==> src/hdl/lsu_pkg.sv <==
// Shared types and fixed widths of the level-set upwind update pipeline.
package lsu_pkg;

    // Width of every signed fixed-point value on the ports.
    localparam int VAL_W  = 32;
    // Width of the unsigned Q0.16 time step.
    localparam int DT_W   = 16;
    // Width of the integer square root of a sum of two squared axis terms.
    localparam int ROOT_W = 32;
    // Width of the radicand, the exact sum of squares.
    localparam int RAD_W  = 2 * VAL_W;
    // Width of the partial remainder carried between square-root steps.
    localparam int REM_W  = ROOT_W + 2;

    // One input beat.
    typedef struct packed {
        logic signed [VAL_W-1:0] level_value;
        logic signed [VAL_W-1:0] node_speed;
        logic signed [VAL_W-1:0] diff_x_back;
        logic signed [VAL_W-1:0] diff_x_fwd;
        logic signed [VAL_W-1:0] diff_y_back;
        logic signed [VAL_W-1:0] diff_y_fwd;
    } t_in_beat;

    // One output beat.
    typedef struct packed {
        logic signed [VAL_W-1:0] new_level_value;
        logic                    saturated_flag;
    } t_out_beat;

    // Values that ride alongside the gradient computation until the final update.
    typedef struct packed {
        logic signed [VAL_W-1:0] phi;
        logic [VAL_W-1:0]        fmag;
        logic                    neg;
    } t_side;

endpackage

==> src/hdl/lsu_sqrt.sv <==
// Pipelined integer square root, two result bits per register stage.
module lsu_sqrt (
    input  logic                        i_clk,
    input  logic                        i_rst_n,
    input  logic                        i_en,
    input  logic                        i_valid,
    input  logic [lsu_pkg::RAD_W-1:0]   i_rad,
    input  lsu_pkg::t_side              i_side,
    output logic                        o_valid,
    output logic [lsu_pkg::ROOT_W-1:0]  o_root,
    output lsu_pkg::t_side              o_side
);
    import lsu_pkg::*;

    localparam int STEPS      = 2;
    localparam int NUM_STAGES = ROOT_W / STEPS;

    logic              r_v    [NUM_STAGES];
    logic [ROOT_W-1:0] r_root [NUM_STAGES];
    t_side             r_side [NUM_STAGES];
    // Remainder and unused radicand bits are only needed between stages.
    logic [RAD_W-1:0]  r_rad  [NUM_STAGES-1];
    logic [REM_W-1:0]  r_rem  [NUM_STAGES-1];

    for (genvar k = 0; k < NUM_STAGES; k++) begin : g_stage
        logic              v_in;
        logic [RAD_W-1:0]  rad_in;
        logic [REM_W-1:0]  rem_in;
        logic [ROOT_W-1:0] root_in;
        t_side             side_in;
        logic [RAD_W-1:0]  rad_out;
        logic [REM_W-1:0]  rem_out;
        logic [ROOT_W-1:0] root_out;

        if (k == 0) begin : g_first
            assign v_in    = i_valid;
            assign rad_in  = i_rad;
            assign rem_in  = '0;
            assign root_in = '0;
            assign side_in = i_side;
        end else begin : g_next
            assign v_in    = r_v[k-1];
            assign rad_in  = r_rad[k-1];
            assign rem_in  = r_rem[k-1];
            assign root_in = r_root[k-1];
            assign side_in = r_side[k-1];
        end

        always_comb begin
            logic [REM_W+1:0] rem_sh;
            logic [REM_W+1:0] trial;
            rad_out  = rad_in;
            rem_out  = rem_in;
            root_out = root_in;
            for (int j = 0; j < STEPS; j++) begin
                rem_sh = {rem_out, rad_out[RAD_W-1 -: 2]};
                trial  = {2'b00, root_out, 2'b01};
                if (rem_sh >= trial) begin
                    rem_out  = REM_W'(rem_sh - trial);
                    root_out = {root_out[ROOT_W-2:0], 1'b1};
                end else begin
                    rem_out  = rem_sh[REM_W-1:0];
                    root_out = {root_out[ROOT_W-2:0], 1'b0};
                end
                rad_out = rad_out << 2;
            end
        end

        always_ff @(posedge i_clk) begin
            if (!i_rst_n) begin
                r_v[k] <= 1'b0;
            end else if (i_en) begin
                r_v[k] <= v_in;
            end
        end

        always_ff @(posedge i_clk) begin
            if (i_en) begin
                r_root[k] <= root_out;
                r_side[k] <= side_in;
            end
        end

        if (k < NUM_STAGES - 1) begin : g_carry
            always_ff @(posedge i_clk) begin
                if (i_en) begin
                    r_rad[k] <= rad_out;
                    r_rem[k] <= rem_out;
                end
            end
        end
    end

    assign o_valid = r_v[NUM_STAGES-1];
    assign o_root  = r_root[NUM_STAGES-1];
    assign o_side  = r_side[NUM_STAGES-1];

endmodule

==> config.mk <==
export PLATFORM = sky130hd
export DESIGN_NAME = lsu_sqrt
export DESIGN_NICKNAME = d
export VERILOG_FILES = /design/src/hdl/lsu_pkg.sv /design/src/hdl/lsu_sqrt.sv
export SDC_FILE = /design/constraint.sdc
export NUM_CORES = 2
export LEC_CHECK = 0
export ABC_AREA = 1
export BUFFER_PORTS_ARGS = -buffer_cell sky130_fd_sc_hd__buf_2
export CORE_ASPECT_RATIO = 1.2
export CORE_MARGIN = 1.5
export CORE_UTILIZATION = 40
export DETAILED_ROUTE_END_ITERATION = 12
export GPL_TIMING_DRIVEN = 0
export RECOVER_POWER = 50
export SLEW_MARGIN = 5
export SYNTH_ARGS = -nofsm -noshare
export SYNTH_HDL_FRONTEND = slang
export SYNTH_SLANG_ARGS = --single-unit
==> constraint.sdc <==
create_clock -name i_clk -period 8.8 [get_ports i_clk]
set_clock_uncertainty 0.15 [all_clocks]
set_input_delay 0.44 -clock i_clk [delete_from_list [all_inputs] [get_ports i_clk]]
set_output_delay 0.44 -clock i_clk [all_outputs]
set_load 0.005 [all_outputs]
Word level (Yosys, flattened, before mapping):

Memory sizes are Yosys's and may differ from the RTL's.
Cells that the tools add are included.

* register bits after elaboration: 0
* bits in writable memories: 2978
* input port bits: 133
* output and inout port bits: 98
* word-level logic and storage cells: 168
* memories: 5

* add/sub/neg operators: 31
* magnitude comparators: 32
* mux-type cells: 84
* bitwise gates (word level): 16

Memories
* r_side: words 16, bits a word 65, read ports 16, clocked after Yosys merged registers in 0, write ports 16, line lsu_sqrt.sv:20 `t_side r_side [NUM_STAGES];`
* r_rad: words 15, bits a word 60, read ports 15, clocked after Yosys merged registers in 0, write ports 15, line lsu_sqrt.sv:22 `logic [RAD_W-1:0] r_rad [NUM_STAGES-1];`
* r_root: words 16, bits a word 32, read ports 16, clocked after Yosys merged registers in 0, write ports 16, line lsu_sqrt.sv:19 `logic [ROOT_W-1:0] r_root [NUM_STAGES];`
* r_rem: words 15, bits a word 34, read ports 15, clocked after Yosys merged registers in 0, write ports 15, line lsu_sqrt.sv:23 `logic [REM_W-1:0] r_rem [NUM_STAGES-1];`
* r_v: words 16, bits a word 1, read ports 16, clocked after Yosys merged registers in 0, write ports 16, line lsu_sqrt.sv:18 `logic r_v [NUM_STAGES];`

Operator list (number)
* $ge A36 B34 Y1: 30
* $mux W34: 31
* $sub A34 B34 Y34: 29
* $mux W1: 53
* $ge A36 B3 Y1: 1
* $sub A34 B3 Y34: 1
* $or A1 B1 Y1: 16
* $sub A2 B1 Y3 const B: 1
* $ge A2 B1 Y1 const B: 1

Longest topological paths before layout:

An unclocked memory read counts as a cell.

* depth after elaboration: 5
* gate-level depth with buffers: 33
* mapped depth without buffers: 31

Least setup slack after synthesis:

Ideal clock, no wire load.

* kind: reg-to-reg
* from: memory r_rem[8][17] (netlist bit)
* to: memory r_rem[9][31] (netlist bit), data pin
* library setup time: 0.256 ns
* data arrival time: 4.004 ns
* slack: 4.391 ns
* stages on the path, launching flop included: 25
* buffers on the path: 5
* period minus slack after synthesis: 4.409 ns
* cells stage by stage: edfxtp_1 > ha_1 > a21oi_1 > o21ai_0 > a21oi_2 > nand3_4 > buf_4 > buf_2 > inv_1 > clkbuf_1 > buf_2 > nand2_1 > o21ai_0 > ha_1 > a21oi_1 > o21ai_0 > a21oi_1 > inv_1 > a21oi_1 > o21ai_2 > nand2_1 > nand3_4 > inv_2 > buf_6 > a21oi_1

RTL lines (line)
* start, declared: lsu_sqrt.sv:23

==> results.json <==
{
  "outcome": "complete, but fails checks",
  "violations": "capacitance limit, slew limit",
  "cts_setup_buffers": 0,
  "synthFlopType": "edfxtp_1",
  "rows": 224,
  "ys_types": 73,
  "p_clk_frac": 0.258,
  "drtPass1Iterations": 6,
  "cp-start-kind": "flip-flop",
  "synth_most_common_cell": "nand2_1",
  "p_leak_nw": 58.21,
  "grt_setup_unrepaired": "no",
  "post_drt_wl_per_cell_um": 19.04,
  "antenna_found_initial": 6,
  "post-dp-hpwl_um": 276000,
  "power_switching_w": 0.01519,
  "swShare": 0.3842,
  "portBuffers": 230,
  "slowest_delay_ns": 0.61,
  "maxSlewHeadroom": -1.650,
  "dieArea_mm2": 0.3155,
  "finalSetupViolations": 0,
  "antenna_left": 0,
  "synth_seq_area_share": 0.5520,
  "layout.nets": 14765,
  "critPathBufInv": 7,
  "path_delay_family": "simple AND/OR/NAND/NOR gates",
  "grt_first_pass_wirelength_um": 529400,
  "path_max_fanout": 10,
  "drc_errors": 0,
  "cts_buffers": 235,
  "path_clk_slew_ns": 0.06,
  "netlist_top_cells_count": "3,435 x nand2_1, 2,294 x edfxtp_1, 1,712 x inv_1",
  "vdd_drop_max_mv": 0.1912,
  "slowest_stage": "edfxtp_1",
  "min_from": "i_rad[49]",
  "grtUsageTotal": 0.2164,
  "avgSynthCellArea_um2": 9.283,
  "place.gp.congestion": 0.9504,
  "timing_worst_setup_path_type": "reg2reg",
  "initial_utilization": 0.4024,
  "dieHeight_um": 615.0,
  "io_pins": 231,
  "drive_gt1_frac": 0.06432,
  "ys.warnings.count": 0,
  "synth_area_mm2": 0.1248,
  "grt_overflow": 0,
  "period_minus_slack_ns": 6.852,
  "cp.required_ns": 9.22,
  "drt_iter0_drc": 6654,
  "synth_top_cell_by_area": "edfxtp_1",
  "tightest_slew_ns": 3.976,
  "r2r-end": "r_rem[14][19]",
  "p_comb_frac": 0.372,
  "die_w_um": 513.0,
  "finalPower_w": 0.03955,
  "wirelength_um": 349300,
  "fin_crit_sh": 0.7787,
  "power_density_mw_per_mm2": 281.0,
  "hold_violations": 0,
  "clockRootBuffer": "clkbuf_16",
  "max_freq_ghz": 0.1459,
  "synth_edf_count": 2294,
  "hold_class": "in2reg",
  "crit_path_end_kind": "flip-flop",
  "vias": 92995,
  "drv_slew": 319,
  "arrival_ns": 7.27,
  "fillCellCount": 30099,
  "cts_tree": "built",
  "grt_max_degree": 178,
  "hold_path_depth": 2,
  "core_area_mm2": 0.3103,
  "viasPerCell": 5.070,
  "clkSinkCount": 2295,
  "synth.area.top_cells": "edfxtp_1 55%, nand2_1 10%, ha_1 5.6%",
  "reg2reg_slack_ns": 1.95,
  "seqPwrFrac": 0.370,
  "grt_pass1_vias": 91041,
  "netlist.area_leader.share": 0.5518,
  "asyncSetResetFlopFracSynth": 0,
  "worstReg2RegStart": "r_root[1][187]",
  "clock_latency_ns": 0.92,
  "fin_tns_setup_ns": 0,
  "ys_seq_elements": 2295,
  "cap_violations": 2,
  "cp_common_cell": "nand2_1",
  "internal-power_w": 0.02435,
  "holdPathEnd": "r_rad[0][49]",
  "multi_input_area_mm2": 0.04848,
  "r2r_cells": 25,
  "cts.path.max_buffers": 4,
  "syn2layout_area_growth_pct": 12.71,
  "register_area_mm2": 0.06891,
  "syn_inst": 13448,
  "htreeDepth": 4
}
## cell families after synthesis
group                      synth area share
xor gates and xnor gates            0.03527
DFF                                  0.5520
adders and majority gates           0.05593
and+or+nand+nor                      0.2178
AOI/OAI and AO/OA                   0.07923
other                            0.00003004
muxes                            0.00009020
buffers and inverters               0.05974
## power groups by stage
stage | Clock (W) | Combinational, W | Sequential (W)
2_1_floorplan | 0 | 0.0103 | 0.0143
3_3_place_gp | 0 | 0.0145 | 0.0156
4_1_cts | 0.0106 | 0.0146 | 0.0146
6_report | 0.0102 | 0.0147 | 0.0146
3_5_place_dp | 0 | 0.0145 | 0.0149
5_1_grt | 0.0110 | 0.0165 | 0.0147
## flip-flops by register name (all words and copies together), names as in the netlist
register,count
r_rem,487
r_root,272
r_side,1040
r_rad,480
r_v,16
## layout make-up
type | count | area share
Tap cell | 4068 | 0.03617
Sequential cell | 2295 | 0.4897
Timing Repair Buffer | 387 | 0.02021
Inverter | 1752 | 0.04681
Multi-Input combinational cell | 9267 | 0.3446
Buffer | 136 | 0.006171
Clock buffer | 275 | 0.04331
Clock inverter | 160 | 0.01303
Antenna cell | 2 | 0.00003557
## worst max path at each step
stage | startpoint | to | slack (ns) | depth (start not counted)
3_5_place_dp | r_root[1][187] | r_rem[14][19] | 2.01 | 25
4_1_cts | r_root[1][187] | r_rem[14][19] | 1.85 | 25
6_report | r_root[1][187] | r_rem[14][19] | 1.95 | 25
3_3_place_gp | i_en | r_v[0][4] | -36.37 | 4
5_1_grt | r_root[1][187] | r_rem[14][19] | 1.40 | 25
2_1_floorplan | r_rem[8][17] | r_rem[9][31] | 4.39 | 24
## placed cells by master (no fill, tap or decap), drive strengths merged, types with 7 or more instances in the layout
cell type,count
o21bai,46
bufinv,32
nand3b,51
xor2,274
and2,19
nor2,1454
a211oi,10
a21boi,23
o211ai,14
nor3,190
o21ai,728
inv,1765
xnor2,227
o2111ai,7
clkinvlp,12
nand3,860
buf,249
o21a,45
and3,9
clkbuf,407
a31o,8
o31ai,7
clkinv,103
nand2,3487
a21o,43
ha,558
a21oi,797
nor4,40
nand4,222
or2,59
edfxtp,2294
dlygate4sd3,142
a31oi,63
## metal layers
metal | vias to the layer above | GRT usage | share of wire
li1 | 46792 | - | -
met1 | 43469 | 0.2600 | 0.41
met2 | 2041 | 0.3910 | 0.50
met3 | 689 | 0.02091 | 0.036
met4 | 4 | 0.09405 | 0.046
met5 | - | 0 | 0.000066
## through the flow
step | setup slack, ns | hold slack [ns] | instance area [um2] | util | instances
after global placement | -36.37 | 0.2501 | 131100 | 0.4225 | 17748
after floorplan | 4.391 | 0.2503 | 124800 | - | 13450
after detailed placement | 2.010 | 0.2545 | 131500 | 0.4239 | 17763
after global routing | 1.396 | 0.04731 | 140700 | 0.4535 | 18341
after CTS | 1.845 | 0.001694 | 140900 | 0.4540 | 18340
final | 1.948 | 0.1064 | 140700 | 0.4535 | 18342
## timing repair
action	CTS	global route
resized for setup	0	0
hold endpoints to repair	230	0
hold buffers	142	0
No activity file was read; power rests on OpenSTA's default activity.
