[src/hdl/lsu_pkg.sv]
// Shared types and fixed widths of the level-set upwind update pipeline.
package lsu_pkg;

    // Width of every signed fixed-point value on the ports.
    localparam int VAL_W  = 32;
    // Width of the unsigned Q0.16 time step.
    localparam int DT_W   = 16;
    // Width of the integer square root of a sum of two squared axis terms.
    localparam int ROOT_W = 32;
    // Width of the radicand, the exact sum of squares.
    localparam int RAD_W  = 2 * VAL_W;
    // Width of the partial remainder carried between square-root steps.
    localparam int REM_W  = ROOT_W + 2;

    // One input beat.
    typedef struct packed {
        logic signed [VAL_W-1:0] level_value;
        logic signed [VAL_W-1:0] node_speed;
        logic signed [VAL_W-1:0] diff_x_back;
        logic signed [VAL_W-1:0] diff_x_fwd;
        logic signed [VAL_W-1:0] diff_y_back;
        logic signed [VAL_W-1:0] diff_y_fwd;
    } t_in_beat;

    // One output beat.
    typedef struct packed {
        logic signed [VAL_W-1:0] new_level_value;
        logic                    saturated_flag;
    } t_out_beat;

    // Values that ride alongside the gradient computation until the final update.
    typedef struct packed {
        logic signed [VAL_W-1:0] phi;
        logic [VAL_W-1:0]        fmag;
        logic                    neg;
    } t_side;

endpackage

[src/hdl/lsu_skid.sv]
// Output register with a skid stage; holds the pipeline while both are full.
module lsu_skid (
    input  logic                i_clk,
    input  logic                i_rst_n,
    input  logic                i_valid,
    input  lsu_pkg::t_out_beat  i_beat,
    output logic                o_en,
    output logic                o_valid,
    output lsu_pkg::t_out_beat  o_beat,
    input  logic                i_ready
);
    import lsu_pkg::*;

    logic      r_out_v;
    t_out_beat r_out;
    logic      r_skid_v;
    t_out_beat r_skid;
    logic      n_out_v;
    t_out_beat n_out;
    logic      n_skid_v;
    t_out_beat n_skid;
    logic      c_take;

    always_comb begin
        c_take   = i_valid && !r_skid_v;
        n_out_v  = r_out_v;
        n_out    = r_out;
        n_skid_v = r_skid_v;
        n_skid   = r_skid;
        if (!r_out_v || i_ready) begin
            if (r_skid_v) begin
                n_out_v  = 1'b1;
                n_out    = r_skid;
                n_skid_v = 1'b0;
            end else begin
                n_out_v = c_take;
                n_out   = i_beat;
            end
        end else if (c_take) begin
            n_skid_v = 1'b1;
            n_skid   = i_beat;
        end
    end

    always_ff @(posedge i_clk) begin
        if (!i_rst_n) begin
            r_out_v  <= 1'b0;
            r_skid_v <= 1'b0;
        end else begin
            r_out_v  <= n_out_v;
            r_skid_v <= n_skid_v;
        end
    end

    always_ff @(posedge i_clk) begin
        r_out  <= n_out;
        r_skid <= n_skid;
    end

    assign o_en    = !r_skid_v;
    assign o_valid = r_out_v;
    assign o_beat  = r_out;

endmodule

[config.mk]
export PLATFORM = sky130hd
export DESIGN_NAME = lsu_skid
export DESIGN_NICKNAME = d
export VERILOG_FILES = /design/src/hdl/lsu_pkg.sv /design/src/hdl/lsu_skid.sv
export SDC_FILE = /design/constraint.sdc
export NUM_CORES = 1
export LEC_CHECK = 0
export ABC_CLOCK_PERIOD_IN_PS = 4800
export BUFFER_PORTS_ARGS = -buffer_cell sky130_fd_sc_hd__buf_2
export CAP_MARGIN = 20
export CORE_AREA = 5 5 86 80
export CTS_CLUSTER_SIZE = 28
export DETAILED_ROUTE_END_ITERATION = 10
export DIE_AREA = 0 0 91 85
export PLACE_DENSITY_LB_ADDON = 0.25
export SLEW_MARGIN = 20
export SYNTH_ARGS = -nofsm -noshare
export SYNTH_HDL_FRONTEND = slang
export SYNTH_SLANG_ARGS = --single-unit
[constraint.sdc]
create_clock -name i_clk -period 4.8 [get_ports i_clk]
set_input_delay 0.96 -clock i_clk [delete_from_list [all_inputs] [get_ports i_clk]]
set_output_delay 0.96 -clock i_clk [all_outputs]
set_load 0.01 [all_outputs]
**Word level (Yosys, flattened, before mapping)**

Index checks and enable logic that the tools add are counted.

- Memories: 0
- Bits in writable memories: 0
- Output and inout port bits: 35
- Latch bits: 0
- Register bits after elaboration: 68
- Bits in read-only memories: 0

- Equality and inequality tests: 0
- Multipliers: 0
- Bitwise operators: 2
- Order comparisons: 0
- Shift operators: 0
- Muxes and demuxes: 2
- Add/sub/neg operators: 0
- Div/mod/pow operators: 0
- Reductions and logical operators: 6

Operators with widths:

| kind | count |
|---|---|
| $mux W33 | 1 |
| $logic_not A1 Y1 | 2 |
| $not A1 Y1 | 2 |
| $reduce_and A2 Y1 | 1 |
| $reduce_or A2 Y1 | 1 |
| $logic_and A1 B1 Y1 | 1 |
| $logic_or A1 B1 Y1 | 1 |
| $mux W1 | 1 |

**Logic depth before layout (Yosys ltp)**

Gate-level depths: netlist (run 1).

- Depth in word-level cells: 4
- Mapped depth: 4
- Depth with buffers taken out: 2

**Worst setup path after synthesis (run 1)**

OpenSTA, ideal clock, no wires.

- Path kind: in2reg
- From: in i_ready
- To: reg r_skid[0] (netlist name), enable pin
- Data required time: 4.329 ns
- Setup time: 0.471 ns
- Arrival time: 4.372 ns
- Path slack: -0.043 ns
- Stages on the path: 2
- Path through: nand2b_1 -> nor3b_1

- Word-level cells in the longest chain between the ends: 3

Ends and longest elaborated chain:

| element | RTL line | RTL |
|---|---|---|
| start: declaration | lsu_skid.sv:10 | `input logic i_ready` |
| $logic_or A1 B1 Y1 | lsu_skid.sv:30 | `if (!r_out_v \|\| i_ready) begin` |
| $not A1 Y1 (no line) | - |  |
| $reduce_and A2 Y1 (no line) | - |  |
| end signal: assignment | lsu_skid.sv:57 | `r_skid <= n_skid;` |
| end: declaration | lsu_skid.sv:17 | `t_out_beat r_skid;` |

No other way between the ends.
A chain may end at the register's enable or synchronous reset.

**Worst setup path in the final report (run 1)**

- From: in i_ready
- To: reg r_skid[5] (netlist name), enable pin

The elaborated chain is that of the path after synthesis.

==> flow_metrics.env, run 1 <==
export IMPL_setup_repair_after_global_routing_missed_its_margin="false"
export IMPL_post_cts_setup_repair_bufs=0
export IMPL_critical_path_max_stage_delay_ps=650
export IMPL_arrival_ps=2740
export IMPL_grtUsageTotal=0.121
export IMPL_area_taken_by_flip_flops_and_latches_mm2=0.00203
export IMPL_final_instance_count_excl_fill=266
export IMPL_timing_hold_ws_ps=541
export IMPL_first_pass_grt_wire_length_um=7020
export IMPL_port_buffers=71
export IMPL_drive_above_1_share=0.624
export IMPL_largest_net_degree_at_the_start_of_global_routing=37
export IMPL_multi_input_comb_area_um2=527
export IMPL_power_leakage_nw=1.24
export IMPL_first_global_vias=1435
export IMPL_placeableCoreArea_mm2=0.00591
export IMPL_htreeDepth=3
export IMPL_maxClockFrequency_mhz=365
export IMPL_cts_root_buf="clkbuf_8"
export IMPL_slowest_stage="nor3b_4"
export IMPL_area_growth_syn_to_layout_pct=21.0
export IMPL_worstMarginPinSlew_ps=931
export IMPL_seq_area_frac_synth=0.775
export IMPL_detailed_place_hpwl_um=2930
export IMPL_hold_class="register to register"
export IMPL_critical_path_peak_fanout=36
export IMPL_max_cap_violations=0
export IMPL_drt_total_wl_um=4360
export IMPL_cts_tree="yes"
export IMPL_yosys_cell_types_count=12
export IMPL_number_of_iterations_in_the_first_detailed_routing_pass=4
export IMPL_antenna_found_initial=0
export IMPL_synth_top_area_share=0.759
export IMPL_crit_buf_inv=2
export IMPL_setup_violations_final=0
export IMPL_clock_buffers_created_by_tritoncts=9
export IMPL_design_portCount=72
export IMPL_synth_area_per_cell_um2=23.5
export IMPL_criticalPathCategory="input port to register"
export IMPL_crit_required_ps=4800
export IMPL_drt_drc_violations_left=0
export IMPL_skew_ps=6.28
export IMPL_worstPathCellList="buf_2, nand2b_2, nor3b_4, buf_4"
export IMPL_ys_warnings_count=0
export IMPL_report_final_hold_viol_count=0
export IMPL_maxSlewHeadroom=0.379
export IMPL_post_drt_via_cell_ratio=4.69
export IMPL_power_ir_vdd_worst_mv=0.215
export IMPL_status="finished, final reports clean"
export IMPL_gr_total_overflow=0
export IMPL_period_needed_ps=2740
export IMPL_worstSetupEndpointType="register"
export IMPL_syn_area_mm2=0.00261
export IMPL_start_util=0.441
export IMPL_seq_power_share=0.601
export IMPL_synth_top_cells_by_area="edfxtp_1 76%, mux2_4 16%, mux2_2 2.6%"
export IMPL_clk_transition_reported_paths_ps=70
export IMPL_core_rowCount=27
export IMPL_overall_via_count_from_detail_route=1248
export IMPL_internal_power_mw=0.912
export IMPL_clkPwrFrac=0.322
export IMPL_total_negative_slack_for_setup_checks_ps=0
export IMPL_syn_inst=111
export IMPL_ys_ff_latch=68
export IMPL_worst_r2r_path_depth=3
export IMPL_ant_nets=0
export IMPL_final_slew_violations=0
export IMPL_utilization=0.534
export IMPL_power_net_switching_mw=0.245
export IMPL_synth_largest_area_cell="edfxtp_1"
export IMPL_sw_frac=0.212
export IMPL_comb_power_share=0.078
export IMPL_wl_per_cell_um=16.4
export IMPL_filler_cell_count=480
export IMPL_worst_skew_pair_late_latency_ps=340
export IMPL_ctsHoldBuffers=0
export IMPL_n_antenna_cell=0
export IMPL_critPathTopFamily="simple AND/OR/NAND/NOR gates"
export IMPL_number_of_clock_sinks=68
export IMPL_die_area_mm2=0.00774
export IMPL_cts_repair_resized=0
export IMPL_die_height_um=85
export IMPL_synth_net_count=148
export IMPL_drc_violation_total_after_the_first_tritonroute_iteration=44
export IMPL_final_period_utilization=0.571
export IMPL_critical_path_startpoint_type="input port"
export IMPL_gp_routability_congestion=0.718
export IMPL_fp_dieW_um=91
export IMPL_clock_tree_buffer_depth=2
export IMPL_crit_cells=4
export IMPL_p_per_area_mw_per_mm2=366
export IMPL_dp_cells=251
export IMPL_finalNetCount=227
export IMPL_holdPathStages=1
==> logic make-up (layout without fill, tap and decap cells) <==
logic type             after synthesis  in the layout  share of synthesized area
AO/OA/AOI/OAI                        1              1                    0.00288
buffers and inverters                5             88                     0.0288
flip-flops                          68             68                      0.775
multiplexers                        33             33                      0.181
AND/OR/NAND/NOR                      4              4                     0.0125
==> cells in the mapped netlist <==
cell / number
dfxtp_1: 2
nor2_2: 1
mux2_2: 6
mux2_4: 27
nand2b_1: 1
edfxtp_1: 66
nor3b_1: 1
nor3b_2: 1
inv_1: 1
buf_6: 1
buf_12: 3
a21boi_0: 1
==> area by class of cell <==
| cell class | instances | area share |
|---|---|---|
| flip-flops and latches | 68 | 0.641 |
| inverters | 1 | 0.00119 |
| clock inverters | 4 | 0.00555 |
| well taps | 72 | 0.0285 |
| repair buffers | 72 | 0.115 |
| clock buffers | 11 | 0.0416 |
| multi-input cells | 38 | 0.167 |
==> worst paths after layout <==
| path | endpoint | slack, ps | from |
|---|---|---|---|
| worst max-delay path | r_skid[5] | 2060 | i_ready |
| worst min-delay path | o_beat[12] | 540 | r_skid[12] |
| worst min register to register | o_beat[12] | 540 | r_skid[12] |
| worst max register to register | r_skid[5] | 2530 | o_valid |
==> power groups by stage <==
stage | Sequential, mW | Combinational, mW | Clock (mW)
after floorplan | 0.718 | 0.0370 | 0
after global placement | 0.708 | 0.0897 | 0
after detailed placement | 0.708 | 0.0928 | 0
after CTS | 0.696 | 0.0928 | 0.386
after global routing | 0.697 | 0.0980 | 0.411
final | 0.695 | 0.0899 | 0.372
==> stage by stage <==
step | total power [mW] | worst slack, ps | instance area (µm²)
after floorplan | 0.755 | 1110 | 2620
after global placement | 0.798 | 1750 | 3010
after detailed placement | 0.801 | 1630 | 3010
after CTS | 1.17 | 2000 | 3160
after global routing | 1.21 | 1930 | 3160
final | 1.16 | 2060 | 3160
==> flip-flops by register name (all words and copies together) (netlist names) <==
| name | cells |
|---|---|
| o_beat | 33 |
| o_valid | 1 |
| r_skid | 33 |
| r_skid_v | 1 |
==> placed cells by master, fill, tap and decap left out <==
cell / n
dfxtp_1: 1
inv_1: 1
buf_4: 1
a21boi_0: 1
clkinv_2: 2
dfxtp_4: 1
nand2b_2: 1
nor3b_4: 1
mux2_2: 6
edfxtp_1: 66
clkbuf_8: 9
clkbuf_1: 2
nor2_2: 1
buf_2: 71
mux2_4: 27
nor3b_2: 1
clkinv_1: 2
==> routing by layer <==
layer / GRT usage / vias to the layer above / share of wire
met2: 0.195 / 54 / 0.47
met3: 0.0656 / 10 / 0.094
met5: 0 / - / 0
met1: 0.130 / 590 / 0.42
met4: 0.0560 / 0 / 0.020
li1: - / 594 / -
No activity file was read; power rests on OpenSTA's default activity.
==> run 2, diff against run 1 <==
--- a/config.mk
+++ b/config.mk
@@ -5,7 +5,7 @@
 export SDC_FILE = /design/constraint.sdc
 export NUM_CORES = 1
 export LEC_CHECK = 0
-export ABC_CLOCK_PERIOD_IN_PS = 4800
+export ABC_CLOCK_PERIOD_IN_PS = 2400
 export BUFFER_PORTS_ARGS = -buffer_cell sky130_fd_sc_hd__buf_2
 export CAP_MARGIN = 20
 export CORE_AREA = 5 5 86 80
==> constraint.sdc (replaced) <==
create_clock -name i_clk -period 2.4 [get_ports i_clk]
set_input_delay 0.48 -clock i_clk [delete_from_list [all_inputs] [get_ports i_clk]]
set_output_delay 0.48 -clock i_clk [all_outputs]
set_load 0.01 [all_outputs]
==> flow_metrics.env, run 2 (same netlist as run 1, synthesis figures left out) <==
export IMPL_drt_drc_violations_left=0
export IMPL_power_net_switching_mw=0.508
export IMPL_skew_ps=9.52
export IMPL_power_leakage_nw=1.27
export IMPL_number_of_clock_sinks=68
export IMPL_max_cap_violations=0
export IMPL_post_drt_via_cell_ratio=4.71
export IMPL_hold_class="input port to register"
export IMPL_detailed_place_hpwl_um=3130
export IMPL_report_final_hold_viol_count=0
export IMPL_start_util=0.441
export IMPL_htreeDepth=3
export IMPL_die_area_mm2=0.00774
export IMPL_placeableCoreArea_mm2=0.00591
export IMPL_seq_power_share=0.594
export IMPL_worstMarginPinSlew_ps=745
export IMPL_sw_frac=0.217
export IMPL_clock_buffers_created_by_tritoncts=9
export IMPL_criticalPathCategory="register to primary output"
export IMPL_worst_skew_pair_late_latency_ps=330
export IMPL_comb_power_share=0.079
export IMPL_n_antenna_cell=0
export IMPL_critical_path_peak_fanout=23
export IMPL_area_growth_syn_to_layout_pct=22.6
export IMPL_die_height_um=85
export IMPL_first_global_vias=1442
export IMPL_arrival_ps=1390
export IMPL_p_total_mw=2.34
export IMPL_filler_cell_count=467
export IMPL_clock_tree_buffer_depth=2
export IMPL_drc_violation_total_after_the_first_tritonroute_iteration=54
export IMPL_final_period_utilization=0.780
export IMPL_setup_violations_final=0
export IMPL_grtUsageTotal=0.122
export IMPL_cts_tree="yes"
export IMPL_power_ir_vdd_worst_mv=0.458
export IMPL_final_common_cell="buf_2"
export IMPL_number_of_iterations_in_the_first_detailed_routing_pass=4
export IMPL_fin_area_mm2=0.00320
export IMPL_status="finished, final reports clean"
export IMPL_ant_nets=0
export IMPL_internal_power_mw=1.83
export IMPL_finalNetCount=231
export IMPL_critical_path_startpoint_type="register"
export IMPL_placedInstanceArea_mm2=0.00304
export IMPL_gp_routability_congestion=0.729
export IMPL_drt_total_wl_um=4460
export IMPL_clk_transition_reported_paths_ps=70
export IMPL_setup_repair_after_global_routing_missed_its_margin="false"
export IMPL_clkPwrFrac=0.327
export IMPL_post_cts_setup_repair_bufs=0
export IMPL_gr_total_overflow=0
export IMPL_port_buffers=71
export IMPL_largest_net_degree_at_the_start_of_global_routing=36
export IMPL_fp_dieW_um=91
export IMPL_first_pass_grt_wire_length_um=7200
export IMPL_worstSetupEndpointType="primary output"
export IMPL_design_portCount=72
export IMPL_period_needed_ps=1870
export IMPL_antenna_found_initial=0
export IMPL_crit_required_ps=1920
export IMPL_maxSlewHeadroom=0.503
export IMPL_overall_via_count_from_detail_route=1272
export IMPL_cts_root_buf="clkbuf_8"
export IMPL_final_slew_violations=0
export IMPL_ctsHoldBuffers=0
export IMPL_core_rowCount=27
export IMPL_drive_above_1_share=0.646
export IMPL_total_negative_slack_for_setup_checks_ps=0
export IMPL_maxClockFrequency_mhz=534
export IMPL_wl_per_cell_um=16.5
export IMPL_cts_repair_resized=0
export IMPL_p_per_area_mw_per_mm2=731
export IMPL_most_used_cells_in_the_layout_excluding_fill_and_tap_cells="71 x buf_2, 66 x edfxtp_1, 27 x mux2_4"
==> run 2: cell count changes in the layout (fill, tap and decap cells not counted), sizes merged <==
cell      change
buf           +4
clkbuf        -1
clkinv        -1
clkinvlp      +2
==> run 2: worst paths after layout <==
check             startpoint          to  slack, ps  depth (start not counted)
hold / removal    i_beat[18]  r_skid[18]        330                          1
hold reg to reg   r_skid[11]  o_beat[11]        550                          1
setup / recovery    r_skid_v        o_en        530                          2
setup reg to reg    r_skid_v  o_beat[31]        590                          2
==> run 2: critical path, cell delays in order (launching register included) <==
cell,delay [ps]
dfxtp_2,820
inv_1,80
buf_2,160
==> run 2: per-layer routing <==
metal | share of wire | wire length (µm) | GRT usage | vias to the layer above
met5 | 0 | 0 | 0 | -
li1 | - | - | - | 602
met4 | 0.0065 | 29 | 0.0440 | 0
met1 | 0.43 | 1920 | 0.142 | 607
met2 | 0.47 | 2120 | 0.190 | 59
met3 | 0.089 | 395 | 0.0700 | 4
==> run 2: power groups by stage <==
stage,Clock [mW],Sequential [mW],Combinational [mW]
final,0.765,1.39,0.185
after global routing,0.855,1.39,0.201
after CTS,0.791,1.39,0.189
after detailed placement,0,1.42,0.189
after global placement,0,1.41,0.184
after floorplan,0,1.43,0.0760
==> run 2: layout make-up <==
| class | count | area (µm²) | area share |
|---|---|---|---|
| inverter | 1 | 3.75 | 0.00117 |
| timing repair buffer | 76 | 393 | 0.123 |
| clock inverter | 5 | 30.0 | 0.00939 |
| clock buffer | 10 | 128 | 0.0399 |
| multi-input combinational | 38 | 532 | 0.166 |
| sequential | 68 | 2020 | 0.632 |
| tap | 72 | 90.1 | 0.0282 |
==> run 2: metrics by stage <==
stage	utilization	cells	setup WS [ps]	hold slack, ps
after detailed placement	0.514	255	588	534
after floorplan	-	111	229	523
after CTS	0.541	270	491	309
after global placement	0.514	255	640	529
after global routing	0.541	270	392	300
final	0.541	270	529	331
